File: config.mk
export PLATFORM = sky130hd
export DESIGN_NAME = binary_min_heap_queue
export DESIGN_NICKNAME = d
export VERILOG_FILES = /design/src/rtl/bmhq_pkg.sv /design/src/rtl/bmhq_datapath.sv /design/src/rtl/bmhq_ctrl.sv /design/src/rtl/binary_min_heap_queue.sv
export SDC_FILE = /design/constraint.sdc
export NUM_CORES = 2
export LEC_CHECK = 0
export BUFFER_PORTS_ARGS = -buffer_cell sky130_fd_sc_hd__buf_2
export CAP_MARGIN = 20
export CORE_MARGIN = 3
export CORE_UTILIZATION = 60
export CTS_CLUSTER_DIAMETER = 80
export DETAILED_ROUTE_END_ITERATION = 12
export PLACE_DENSITY = 0.76
export SETUP_SLACK_MARGIN = 0.5
export SLEW_MARGIN = 30
export SYNTH_ARGS = -nofsm -noshare
export SYNTH_HDL_FRONTEND = slang
export SYNTH_SLANG_ARGS = --single-unit
File: constraint.sdc
create_clock -name clk -period 19.71 [get_ports clk]
set_input_delay 3.942 -clock clk [delete_from_list [all_inputs] [get_ports clk]]
set_output_delay 3.942 -clock clk [all_outputs]
set_load 0.005 [all_outputs]
File: src/rtl/bmhq_pkg.sv
// shared types, constants and codes for the binary min-heap queue
`default_nettype none

package bmhq_pkg;

  localparam int CAPACITY = 64;
  localparam int IDX_W    = $clog2(CAPACITY);
  localparam int CNT_W    = $clog2(CAPACITY + 1);
  localparam int CH_W     = IDX_W + 2;
  localparam int KEY_W    = 32;
  localparam int ENTRY_W  = 7;

  localparam logic [1:0] OP_INSERT = 2'd0;
  localparam logic [1:0] OP_REMOVE = 2'd1;
  localparam logic [1:0] OP_LOAD   = 2'd2;
  localparam logic [1:0] OP_BUILD  = 2'd3;

  localparam logic [1:0] ST_OK    = 2'd0;
  localparam logic [1:0] ST_EMPTY = 2'd1;
  localparam logic [1:0] ST_FULL  = 2'd2;

  typedef struct packed {
    logic [1:0]              opcode;
    logic signed [KEY_W-1:0] key_in;
  } in_item_t;

  typedef struct packed {
    logic signed [KEY_W-1:0] key_out;
    logic [ENTRY_W-1:0]      entry_count;
    logic [1:0]              status;
  } out_item_t;

  typedef enum logic [2:0] {
    ADDR_ZERO,
    ADDR_PARENT,
    ADDR_CNT,
    ADDR_CHILD,
    ADDR_RIGHT,
    ADDR_BLD,
    ADDR_NCHILD
  } rd_sel_t;

  typedef enum logic [1:0] {
    WSRC_X,
    WSRC_RDATA,
    WSRC_CVAL
  } wr_sel_t;

  typedef enum logic [2:0] {
    IDX_HOLD,
    IDX_CNT,
    IDX_PARENT,
    IDX_ZERO,
    IDX_CIDX,
    IDX_BLD
  } idx_sel_t;

  typedef struct packed {
    logic     take;
    logic     rd_en;
    rd_sel_t  rd_sel;
    logic     wr_en;
    wr_sel_t  wr_sel;
    idx_sel_t idx_sel;
    logic     cnt_inc;
    logic     cnt_dec;
    logic     x_ld;
    logic     res_ld;
    logic     chl_child;
    logic     chl_nchild;
    logic     cval_ld;
    logic     cval_pick;
    logic     bld_ld;
    logic     bld_dec;
    logic     set_full;
    logic     set_empty;
    logic     out_load;
  } dp_cmd_t;

  typedef struct packed {
    logic [1:0] op;
    logic       full;
    logic       cnt_zero;
    logic       idx_zero;
    logic       up_gt;
    logic       has_child;
    logic       has_right;
    logic       c_lt;
    logic       nxt_has_child;
    logic       bld_zero;
  } dp_sts_t;

endpackage

`default_nettype wire

File: src/rtl/bmhq_datapath.sv
// heap memory, index registers, comparators and result register
`default_nettype none

module bmhq_datapath (
  input  wire logic                clk,
  input  wire logic                rst_n,
  input  wire bmhq_pkg::in_item_t  in_data,
  input  wire bmhq_pkg::dp_cmd_t   cmd,
  output bmhq_pkg::dp_sts_t        sts,
  output bmhq_pkg::out_item_t      out_data
);
  import bmhq_pkg::*;

  logic signed [KEY_W-1:0] mem_r [CAPACITY];
  logic signed [KEY_W-1:0] rdata_r;

  logic [CNT_W-1:0]        cnt_r, cnt_nxt;
  logic [1:0]              op_r;
  logic signed [KEY_W-1:0] x_r;
  logic signed [KEY_W-1:0] res_r;
  logic [1:0]              st_r;
  logic [IDX_W-1:0]        idx_r, idx_nxt;
  logic [CH_W-1:0]         chl_r;
  logic signed [KEY_W-1:0] cval_r;
  logic [IDX_W-1:0]        cidx_r;
  logic [IDX_W-1:0]        bld_r;
  out_item_t               out_r;

  logic [IDX_W-1:0]        idx_m1, parent, bld_m1, raddr;
  logic [CH_W-1:0]         child, right, nchild, cnt_ext;
  logic signed [KEY_W-1:0] wdata;

  assign idx_m1  = idx_r - IDX_W'(1);
  assign parent  = idx_m1 >> 1;
  assign bld_m1  = bld_r - IDX_W'(1);
  assign child   = CH_W'({idx_r, 1'b1});
  assign nchild  = CH_W'({cidx_r, 1'b1});
  assign right   = chl_r + CH_W'(1);
  assign cnt_ext = CH_W'(cnt_r);

  always_comb begin
    unique case (cmd.rd_sel)
      ADDR_ZERO:   raddr = '0;
      ADDR_PARENT: raddr = parent;
      ADDR_CNT:    raddr = cnt_r[IDX_W-1:0];
      ADDR_CHILD:  raddr = child[IDX_W-1:0];
      ADDR_RIGHT:  raddr = right[IDX_W-1:0];
      ADDR_BLD:    raddr = bld_m1;
      ADDR_NCHILD: raddr = nchild[IDX_W-1:0];
      default:     raddr = '0;
    endcase
  end

  always_comb begin
    unique case (cmd.wr_sel)
      WSRC_X:     wdata = x_r;
      WSRC_RDATA: wdata = rdata_r;
      WSRC_CVAL:  wdata = cval_r;
      default:    wdata = x_r;
    endcase
  end

  // writes always land at the current hole position
  always_ff @(posedge clk) begin
    if (cmd.wr_en) begin
      mem_r[idx_r] <= wdata;
    end
    if (cmd.rd_en) begin
      rdata_r <= mem_r[raddr];
    end
  end

  always_comb begin
    unique case (cmd.idx_sel)
      IDX_HOLD:   idx_nxt = idx_r;
      IDX_CNT:    idx_nxt = cnt_r[IDX_W-1:0];
      IDX_PARENT: idx_nxt = parent;
      IDX_ZERO:   idx_nxt = '0;
      IDX_CIDX:   idx_nxt = cidx_r;
      IDX_BLD:    idx_nxt = bld_m1;
      default:    idx_nxt = idx_r;
    endcase
  end

  always_comb begin
    cnt_nxt = cnt_r;
    if (cmd.cnt_inc) begin
      cnt_nxt = cnt_r + CNT_W'(1);
    end else if (cmd.cnt_dec) begin
      cnt_nxt = cnt_r - CNT_W'(1);
    end
  end

  always_ff @(posedge clk) begin
    if (!rst_n) begin
      cnt_r <= '0;
    end else begin
      cnt_r <= cnt_nxt;
    end
  end

  always_ff @(posedge clk) begin
    idx_r <= idx_nxt;
    if (cmd.take) begin
      op_r  <= in_data.opcode;
      x_r   <= in_data.key_in;
      res_r <= '0;
      st_r  <= ST_OK;
    end else begin
      if (cmd.x_ld) begin
        x_r <= rdata_r;
      end
      if (cmd.res_ld) begin
        res_r <= rdata_r;
      end
      if (cmd.set_full) begin
        st_r <= ST_FULL;
      end else if (cmd.set_empty) begin
        st_r <= ST_EMPTY;
      end
    end
    priority if (cmd.chl_child) begin
      chl_r <= child;
    end else if (cmd.chl_nchild) begin
      chl_r <= nchild;
    end
    // left child first, right child replaces it only when strictly smaller
    if (cmd.cval_ld) begin
      cval_r <= rdata_r;
      cidx_r <= chl_r[IDX_W-1:0];
    end else if (cmd.cval_pick && (rdata_r < cval_r)) begin
      cval_r <= rdata_r;
      cidx_r <= right[IDX_W-1:0];
    end
    if (cmd.bld_ld) begin
      bld_r <= IDX_W'(cnt_r >> 1);
    end else if (cmd.bld_dec) begin
      bld_r <= bld_m1;
    end
    if (cmd.out_load) begin
      out_r.key_out     <= res_r;
      out_r.entry_count <= ENTRY_W'(cnt_r);
      out_r.status      <= st_r;
    end
  end

  assign sts.op            = op_r;
  assign sts.full          = (cnt_r == CNT_W'(CAPACITY));
  assign sts.cnt_zero      = (cnt_r == '0);
  assign sts.idx_zero      = (idx_r == '0);
  assign sts.up_gt         = (rdata_r > x_r);
  assign sts.has_child     = (child < cnt_ext);
  assign sts.has_right     = (right < cnt_ext);
  assign sts.c_lt          = (cval_r < x_r);
  assign sts.nxt_has_child = (nchild < cnt_ext);
  assign sts.bld_zero      = (bld_r == '0);

  assign out_data = out_r;

endmodule

`default_nettype wire

File: src/rtl/bmhq_ctrl.sv
// sequencer for insert, remove, load and build over the heap datapath
`default_nettype none

module bmhq_ctrl (
  input  wire logic              clk,
  input  wire logic              rst_n,
  input  wire logic              in_valid,
  output logic                   in_stall,
  output logic                   out_valid,
  input  wire logic              out_stall,
  input  wire bmhq_pkg::dp_sts_t sts,
  output bmhq_pkg::dp_cmd_t      cmd
);
  import bmhq_pkg::*;

  typedef enum logic [13:0] {
    S_IDLE     = 14'b00000000000001,
    S_DISPATCH = 14'b00000000000010,
    S_UP_RD    = 14'b00000000000100,
    S_UP_CMP   = 14'b00000000001000,
    S_RM_ROOT  = 14'b00000000010000,
    S_RM_LAST  = 14'b00000000100000,
    S_BLD_NEXT = 14'b00000001000000,
    S_BLD_X    = 14'b00000010000000,
    S_SD_START = 14'b00000100000000,
    S_SD_L     = 14'b00001000000000,
    S_SD_R     = 14'b00010000000000,
    S_SD_CMP   = 14'b00100000000000,
    S_SD_END   = 14'b01000000000000,
    S_FIN      = 14'b10000000000000
  } state_t;

  state_t state_r, state_nxt, sd_done;
  logic   out_valid_r, out_valid_nxt;

  // where a finished sift-down returns to
  assign sd_done = (sts.op == OP_BUILD) ? S_BLD_NEXT : S_FIN;

  always_comb begin
    cmd       = '0;
    state_nxt = state_r;
    unique case (state_r)
      S_IDLE: begin
        if (in_valid) begin
          cmd.take  = 1'b1;
          state_nxt = S_DISPATCH;
        end
      end
      S_DISPATCH: begin
        unique case (sts.op)
          OP_INSERT, OP_LOAD: begin
            if (sts.full) begin
              cmd.set_full = 1'b1;
              state_nxt    = S_FIN;
            end else begin
              cmd.idx_sel = IDX_CNT;
              cmd.cnt_inc = 1'b1;
              state_nxt   = S_UP_RD;
            end
          end
          OP_REMOVE: begin
            if (sts.cnt_zero) begin
              cmd.set_empty = 1'b1;
              state_nxt     = S_FIN;
            end else begin
              cmd.rd_en   = 1'b1;
              cmd.rd_sel  = ADDR_ZERO;
              cmd.cnt_dec = 1'b1;
              state_nxt   = S_RM_ROOT;
            end
          end
          default: begin
            cmd.bld_ld = 1'b1;
            state_nxt  = S_BLD_NEXT;
          end
        endcase
      end
      S_UP_RD: begin
        if (sts.op == OP_LOAD || sts.idx_zero) begin
          cmd.wr_en  = 1'b1;
          cmd.wr_sel = WSRC_X;
          state_nxt  = S_FIN;
        end else begin
          cmd.rd_en  = 1'b1;
          cmd.rd_sel = ADDR_PARENT;
          state_nxt  = S_UP_CMP;
        end
      end
      S_UP_CMP: begin
        cmd.wr_en = 1'b1;
        if (sts.up_gt) begin
          // parent moves down into the hole
          cmd.wr_sel  = WSRC_RDATA;
          cmd.idx_sel = IDX_PARENT;
          state_nxt   = S_UP_RD;
        end else begin
          cmd.wr_sel = WSRC_X;
          state_nxt  = S_FIN;
        end
      end
      S_RM_ROOT: begin
        cmd.res_ld = 1'b1;
        if (sts.cnt_zero) begin
          state_nxt = S_FIN;
        end else begin
          cmd.rd_en  = 1'b1;
          cmd.rd_sel = ADDR_CNT;
          state_nxt  = S_RM_LAST;
        end
      end
      S_RM_LAST: begin
        cmd.x_ld    = 1'b1;
        cmd.idx_sel = IDX_ZERO;
        state_nxt   = S_SD_START;
      end
      S_BLD_NEXT: begin
        if (sts.bld_zero) begin
          state_nxt = S_FIN;
        end else begin
          cmd.bld_dec = 1'b1;
          cmd.idx_sel = IDX_BLD;
          cmd.rd_en   = 1'b1;
          cmd.rd_sel  = ADDR_BLD;
          state_nxt   = S_BLD_X;
        end
      end
      S_BLD_X: begin
        cmd.x_ld  = 1'b1;
        state_nxt = S_SD_START;
      end
      S_SD_START: begin
        if (sts.has_child) begin
          cmd.rd_en     = 1'b1;
          cmd.rd_sel    = ADDR_CHILD;
          cmd.chl_child = 1'b1;
          state_nxt     = S_SD_L;
        end else begin
          cmd.wr_en  = 1'b1;
          cmd.wr_sel = WSRC_X;
          state_nxt  = sd_done;
        end
      end
      S_SD_L: begin
        cmd.cval_ld = 1'b1;
        if (sts.has_right) begin
          cmd.rd_en  = 1'b1;
          cmd.rd_sel = ADDR_RIGHT;
          state_nxt  = S_SD_R;
        end else begin
          state_nxt = S_SD_CMP;
        end
      end
      S_SD_R: begin
        cmd.cval_pick = 1'b1;
        state_nxt     = S_SD_CMP;
      end
      S_SD_CMP: begin
        cmd.wr_en = 1'b1;
        if (sts.c_lt) begin
          // smaller child moves up, fetch its left child right away
          cmd.wr_sel  = WSRC_CVAL;
          cmd.idx_sel = IDX_CIDX;
          if (sts.nxt_has_child) begin
            cmd.rd_en      = 1'b1;
            cmd.rd_sel     = ADDR_NCHILD;
            cmd.chl_nchild = 1'b1;
            state_nxt      = S_SD_L;
          end else begin
            state_nxt = S_SD_END;
          end
        end else begin
          cmd.wr_sel = WSRC_X;
          state_nxt  = sd_done;
        end
      end
      S_SD_END: begin
        cmd.wr_en  = 1'b1;
        cmd.wr_sel = WSRC_X;
        state_nxt  = sd_done;
      end
      S_FIN: begin
        if (!out_valid_r || !out_stall) begin
          cmd.out_load = 1'b1;
          state_nxt    = S_IDLE;
        end
      end
      default: begin
        state_nxt = S_IDLE;
      end
    endcase
  end

  always_comb begin
    out_valid_nxt = out_valid_r;
    if (cmd.out_load) begin
      out_valid_nxt = 1'b1;
    end else if (out_valid_r && !out_stall) begin
      out_valid_nxt = 1'b0;
    end
  end

  always_ff @(posedge clk) begin
    if (!rst_n) begin
      state_r     <= S_IDLE;
      out_valid_r <= 1'b0;
    end else begin
      state_r     <= state_nxt;
      out_valid_r <= out_valid_nxt;
    end
  end

  assign in_stall  = (state_r != S_IDLE);
  assign out_valid = out_valid_r;

endmodule

`default_nettype wire

File: src/rtl/binary_min_heap_queue.sv
// top level of the binary min-heap priority queue
// Usage: an input transfer carries an opcode (insert, remove minimum, load
// unordered, build heap) and a signed 32-bit key. Every input transfer gives
// exactly one output transfer with the removed key (zero unless a remove
// succeeds), the entry count after the operation and a status (ok, empty on
// remove, full on insert or load). A failed operation leaves the heap as is.
// Memory: one array with one read port, one write port and registered read data,
// so each heap level that an insert moves up or a sift-down passes takes its own
// reads, compare and write. A load writes the key at the end without moving it;
// a build sifts down every node with children, from the last one back to the root.
// One item is worked on at a time; in_stall is high from the transfer until
// the result is in the output register, and the next transfer can follow at once.
// The output register holds one result while the next item is processed; if
// the receiver still stalls when that second result is ready, the block waits.
// Reset (synchronous, rst_n low) empties the heap and drops any result not
// yet taken; the memory itself is not cleared.
`default_nettype none

module binary_min_heap_queue (
  input  wire logic                 clk,
  input  wire logic                 rst_n,
  input  wire logic                 in_valid,
  output logic                      in_stall,
  input  wire bmhq_pkg::in_item_t   in_data,
  output logic                      out_valid,
  input  wire logic                 out_stall,
  output bmhq_pkg::out_item_t       out_data
);
  import bmhq_pkg::*;

  dp_cmd_t cmd;
  dp_sts_t sts;

  bmhq_ctrl u_ctrl (
    .clk       (clk),
    .rst_n     (rst_n),
    .in_valid  (in_valid),
    .in_stall  (in_stall),
    .out_valid (out_valid),
    .out_stall (out_stall),
    .sts       (sts),
    .cmd       (cmd)
  );

  bmhq_datapath u_datapath (
    .clk      (clk),
    .rst_n    (rst_n),
    .in_data  (in_data),
    .cmd      (cmd),
    .sts      (sts),
    .out_data (out_data)
  );

endmodule

`default_nettype wire

# Word-level counts from Yosys, hierarchy flattened

Memories as Yosys holds them, arrays and structs flattened. A register that Yosys moved wholly into a read port is not among the register bits.
Index checks and enable logic that the tools add are counted.

Input port bits: 38
Bits in writable memories: 2048
Memories kept: 1
Logic and storage cells: 168
Flip-flop bits (word level): 187

Memory list:

| memory           | words | width | rd ports | clocked after memory_dff | wr ports | RTL line            | source |
|---|---|---|---|---|---|---|---|
| u_datapath.mem_r | 64    | 32    | 1        | 1                        | 1        | bmhq_datapath.sv:14 | `logic signed [KEY_W-1:0] mem_r [CAPACITY];` |

Reductions and logical operators: 23
$add $sub $neg: 5
Equal/unequal tests: 34
Multiplexer cells: 82
Magnitude comparators: 6

Operators by type and width:

| kind                                             | count |
|---|---|
| case mux 14 bit (13 select lines)                | 1 |
| two-way mux 14 bit                               | 11 |
| two-way mux 32 bit                               | 4 |
| less-than comparator 32 bit                      | 2 |
| case mux 32 bit (2 select lines)                 | 1 |
| two-way mux 4 bit                                | 9 |
| case mux 6 bit (6 select lines)                  | 1 |
| > comparator 32 bit                              | 1 |
| case mux 3 bit (5 select lines)                  | 2 |
| case mux 6 bit (5 select lines)                  | 1 |
| two-way mux 1 bit                                | 28 |
| two-way mux 7 bit                                | 4 |
| case mux 14 bit (2 select lines)                 | 1 |
| case mux 4 bit (7 select lines)                  | 1 |
| two-way mux 6 bit                                | 4 |
| two-way mux 2 bit                                | 8 |
| == test 3 bit (second input constant)            | 5 |
| == test 14 x 1 -> 1 bit (second input constant)  | 1 |
| == test 14 x 10 -> 1 bit (second input constant) | 1 |
| == test 14 x 11 -> 1 bit (second input constant) | 1 |
| == test 14 x 12 -> 1 bit (second input constant) | 1 |
| == test 14 x 13 -> 1 bit (second input constant) | 1 |
| == test 14 bit (second input constant)           | 1 |
| == test 14 x 2 -> 1 bit (second input constant)  | 1 |
| 35 further kinds                                 | 59 |

# Longest topological paths before layout

Depth after elaboration: 6
Gate-level depth with buffers: 20

# By module

From an unflattened synthesis, not the netlist that was laid out.

Cell total of the unflattened synthesis: 6574
Area total of the unflattened synthesis: 93255.7 um^2

Modules (own cells, without submodules):

| module        | area each (um^2) | times used | cells an instance |
|---|---|---|---|
| bmhq_datapath | 92155.9          | 1          | 6424 |
| bmhq_ctrl     | 1099.8           | 1          | 150 |

# Worst setup path after synthesis

No wires, ideal clock.

Path kind: input port to flip-flop
From: input out_stall
To: register u_datapath.out_r, in the netlist u_datapath.out_data[0] (enable)
Library setup time: 453 ps
Data arrival time: 5976 ps
Stages: 1
Required time: 19257 ps
Path slack: 13281 ps
Cell sequence: a21oi_1

Longest elaborated chain between the ends: 4

Ends and longest elaborated chain:

| what              | RTL line                    | source |
|---|---|---|
| from (decl)       | binary_min_heap_queue.sv:26 | `input wire logic out_stall,` |
| logical NOT 1 bit | bmhq_ctrl.sv:182            | `if (!out_valid_r \|\| !out_stall) begin` |
| logical OR 1 bit  | bmhq_ctrl.sv:182            |  |
| two-way mux 1 bit | bmhq_ctrl.sv:182            |  |
| two-way mux 1 bit | bmhq_ctrl.sv:42             | `unique case (state_r)` |
| to (decl)         | bmhq_datapath.sv:27         | `out_item_t out_r;` |

No other way between the ends.
A chain may end at the register's enable or synchronous reset.

# Worst setup path after layout

From: register u_datapath.cval_r[1]
To: register u_datapath.rdata_r[17], read port of u_datapath.mem_r (data pin)

Longest elaborated chain between the ends: 5
Elaborated cells on any way between the ends: 10
Classes of those cells: 1 x order compare; 6 x eq/ne; 3 x mux

Ends and longest elaborated chain:

| what                                        | RTL line             | source |
|---|---|---|
| from (decl)                                 | bmhq_datapath.sv:24  | `logic signed [KEY_W-1:0] cval_r;` |
| from (signal assigned)                      | bmhq_datapath.sv:129 | `cval_r <= rdata_r;` |
| from (signal assigned)                      | bmhq_datapath.sv:132 | `cval_r <= rdata_r;` |
| less-than comparator 32 bit *               | bmhq_datapath.sv:154 | `assign sts.c_lt = (cval_r < x_r);` |
| two-way mux 4 bit *                         | bmhq_ctrl.sv:159     | `if (sts.c_lt) begin` |
| case mux 4 bit (7 select lines) *           | bmhq_ctrl.sv:42      |  |
| == test 3 bit, or another cell as far along | bmhq_datapath.sv:42  | `unique case (cmd.rd_sel)` |
| case mux 6 bit (6 select lines)             | bmhq_datapath.sv:42  |  |
| to (decl)                                   | bmhq_datapath.sv:15  | `logic signed [KEY_W-1:0] rdata_r;` |

Every way passes the cells marked *; elsewhere a longest branch is shown, timed or not.

==> flow_metrics.tcl <==
set metrics [dict create \
    max-slew-margin-rel_pct 21.90 \
    tightest_slew_ns 1.172 \
    grt_pass1_vias 60070 \
    slew_violations 0 \
    crit_chain "ha_1 > nor3b_1 > nor2_1 > o311ai_0 > a311oi_1 > buf_4 > or3_1 > nand3_4 > buf_4 > buf_4 > nand2_1 > nand3_1 > nand4_1 > o21ai_0 > o21ai_1 > nor3_1" \
    use_met1_pct 47.52 \
    fin_nets 7439 \
    ys_seq_area_share_pct 72.93 \
    yosysWarnings 0 \
    remaining_drc_errors 0 \
    dpl.hpwl_um 155000 \
    routed_wl_um 280700 \
    cts_root_buf "clkbuf_16" \
    tritoncts "yes" \
    htreeDepth 4 \
    rsz0062_at_grt "false" \
    clock_latency_ns 0.83 \
    crit_path_start "u_datapath.cval_r[1]$_DFFE_PP_" \
    fp.dieH_um 398.8 \
    vias_per_cell 6.668 \
    ys_ff_latch 2267 \
    grt_max_degree 167 \
    grt_usage_pct 35.04 \
    drtIter0Drc 10600 \
    synthTopCellsByCount "2211 x edfxtp_1, 2075 x nand2_1, 850 x nand3_1, 228 x a21oi_1, 179 x buf_2" \
    fin_setup_tns_ns 0 \
    peakVddDrop_v 0.0001049 \
    drive_gt1_share_pct 10.38 \
    postCtsSetupRepairBufs 0 \
    clk_path_buf_depth 3 \
    status "complete, no violations" \
    antenna_found_initial 14 \
    grt_remaining_overflow 0 \
    area_growth_pct 11.41 \
    yosysUniqueCellTypes 81 \
    cts_made_buffers 214 \
    syn-num-nets 7380 \
    cts.sinks 2267 \
    fin_skew_ns 0.03049 \
    gp_congestion 0.9931 \
    syn_area_per_cell_um2 12.82 \
    setup_viol 0 \
    ctsHoldBuffers 0 \
    fp-row-count 143 \
    dpl.cell_count 9089 \
    crit_type "register to register" \
    layout_worst_path_cycle_share_pct 38.57 \
    core_area_mm2 0.1526 \
    die_w_um 398.8 \
    final_antenna_net_count 0 \
    crit_slowest_cell "o21ai_0" \
    crit_path_end "u_datapath.rdata_r[17]$_DFFE_PP_" \
    p_per_area_mw_per_mm2 93.63 \
    max_stage_delay_ns 0.82 \
    clk_pin_slew_ns 0.06 \
    dieArea_mm2 0.1590 \
    arrival_ns 8.13 \
    finalCriticalPeriod_ns 7.601 \
    p_leak_nw 35.49 \
    final_cells 9493 \
    synthArstFlopShare_pct 0 \
    ios 81 \
    yosysMostFrequentCell "edfxtp_1" \
    start_kind "register" \
    vias 63300 \
    ys_top_cells_by_area "edfxtp_1 72%, nand2_1 8.4%, nand3_1 4.6%, ha_1 1.6%, a21oi_1 1.2%" \
    busiest_layer "met2" \
    drt_first_pass_iters 6 \
    fmax_mhz 131.6 \
    synth_top_area_cell "edfxtp_1" \
    start_util_pct 60.66 \
    syn_area_mm2 0.09257 \
    portBuffers 80 \
    synthFlopType "edfxtp_1" \
    hold_violations 0 \
    post_cts_resized 0 \
    r2r-start "u_datapath.cval_r[1]$_DFFE_PP_" \
    synth_edf_count 2211 \
    crit_fanout 74 \
    path_common_cell "buf_4" \
    r2r_setup_slack_ns 12.11 \
    hp-class "register to register" \
    met3_usage_pct 9.603 \
    netlist.area_leader.share_pct 71.72 \
    worstSetupEndpointType "register" \
    worst_r2r_path_depth 16 \
    gr-usage-met2_pct 51.74 \
    wl_per_cell_um 29.57 \
    critPathRequiredTime_ns 20.24 \
    maxCapViolations 0 \
    r2r_end "u_datapath.rdata_r[17]$_DFFE_PP_" \
    syn_inst 7219 \
    grt_pass1_wl_um 402700 \
]
==> power by group <==
part	switching, W	leakage [nW]	internal, W
Combinational	0.000200	11.8	0.0000472
Sequential	0.00000620	20.3	0.00534
Clock	0.00176	3.37	0.00230
Total	0.00196	35.5	0.00769
==> flip-flops by register name, summed over array words and instances, names as in the netlist <==
| register | cells |
|---|---|
| u_datapath.mem_r | 2048 |
| u_datapath.out_data | 41 |
| u_datapath.cval_r | 32 |
| u_datapath.rdata_r | 32 |
| u_datapath.res_r | 32 |
| u_datapath.x_r | 32 |
| u_ctrl.state_r | 14 |
| u_datapath.cnt_r | 7 |
| u_datapath.bld_r | 6 |
| u_datapath.chl_r | 6 |
| u_datapath.cidx_r | 6 |
| u_datapath.idx_r | 6 |
| u_datapath.op_r | 2 |
| u_datapath.st_r | 2 |
| u_ctrl.out_valid | 1 |
==> worst min-delay path by stage <==
stage / slack, ns / end / startpoint / depth (start not counted)
finish: 0.43 / u_datapath.out_data[35]$_DFFE_PP_ / u_datapath.res_r[26]$_SDFFE_PP0P_ / 0
detailed placement: 0.42 / u_datapath.out_data[35]$_DFFE_PP_ / u_datapath.res_r[26]$_SDFFE_PP0P_ / 0
global route: 0.43 / u_datapath.out_data[35]$_DFFE_PP_ / u_datapath.res_r[26]$_SDFFE_PP0P_ / 0
global placement: 0.41 / u_datapath.out_data[13]$_DFFE_PP_ / u_datapath.res_r[4]$_SDFFE_PP0P_ / 0
CTS: 0.43 / u_datapath.out_data[35]$_DFFE_PP_ / u_datapath.res_r[26]$_SDFFE_PP0P_ / 0
floorplan: 0.41 / u_datapath.out_data[10]$_DFFE_PP_ / u_datapath.res_r[1]$_SDFFE_PP0P_ / 0
==> cell type report <==
class / count / area [µm²]
multi-input combinational: 4441 / 23910
antenna: 4 / 10.01
timing repair buffer: 264 / 1928
sequential: 2267 / 67510
fill: 10140 / 49480
clock inverter: 137 / 1277
inverter: 90 / 337.8
tap: 2030 / 2540
clock buffer: 260 / 5623
==> layout by cell type, fill, tap and decap left out, types with 42 or more instances in the layout <==
| master | synthesis | layout |
|---|---|---|
| a21oi_1 | 228 | 196 |
| a221oi_1 | 47 | 47 |
| a31oi_1 | 91 | 91 |
| a32oi_1 | 58 | 58 |
| and3_1 | 44 | 43 |
| buf_2 | 179 | 84 |
| buf_4 | 10 | 166 |
| clkbuf_16 | 0 | 219 |
| clkinv_1 | 1 | 51 |
| clkinv_2 | 0 | 42 |
| dfxtp_1 | 56 | 56 |
| edfxtp_1 | 2211 | 2211 |
| ha_1 | 122 | 121 |
| inv_1 | 89 | 89 |
| mux2i_1 | 78 | 78 |
| nand2_1 | 2075 | 2074 |
| nand3_1 | 850 | 845 |
| nand4_1 | 100 | 100 |
| nor2_1 | 171 | 105 |
| nor2_4 | 1 | 65 |
| o21ai_0 | 122 | 118 |
==> cell families (layout without fill, tap and decap cells) <==
| kind of cell | after synthesis | after routing | share of synthesized area [%] |
|---|---|---|---|
| buffers and inverters | 511 | 751 | 2.460 |
| and+or+nand+nor | 3412 | 3412 | 15.93 |
| adders and majority gates | 123 | 123 | 1.671 |
| DFF | 2267 | 2267 | 72.93 |
| xor gates and xnor gates | 24 | 24 | 0.2271 |
| AOI/OAI and AO/OA | 764 | 764 | 5.379 |
| other | 0 | 4 | 0 |
| muxes | 118 | 118 | 1.403 |
==> per-stage QoR <==
| step | hold slack, ns | cell area, µm² | worst slack [ns] | power [W] | utilization (%) |
|---|---|---|---|---|---|
| 6_report | 0.4288 | 103100 | 12.11 | 0.009657 | 67.58 |
| 5_1_grt | 0.4303 | 103100 | 11.81 | 0.009867 | 67.57 |
| 4_1_cts | 0.4275 | 103000 | 12.31 | 0.009666 | 67.51 |
| 3_5_place_dp | 0.4167 | 96140 | 12.33 | 0.005692 | 62.99 |
| 3_3_place_gp | 0.4144 | 95920 | 11.40 | 0.005685 | 62.85 |
| 2_1_floorplan | 0.4081 | 92570 | 13.28 | 0.005576 | - |
==> per-layer routing <==
layer	wire (µm)	up-vias
li1	-	26600
met1	97280	30710
met2	123800	5090
met3	41560	903
met4	18110	2
met5	12	-
==> worst max-delay path: cells and delay by family (launching register included) <==
family | cells | cell delay [ns]
simple gates | 8 | 2.45
compound gates | 4 | 2.26
buf+inv | 3 | 1.78
flops | 1 | 0.42
fa+ha+maj | 1 | 0.25
Power figures use the tool's default switching activity.
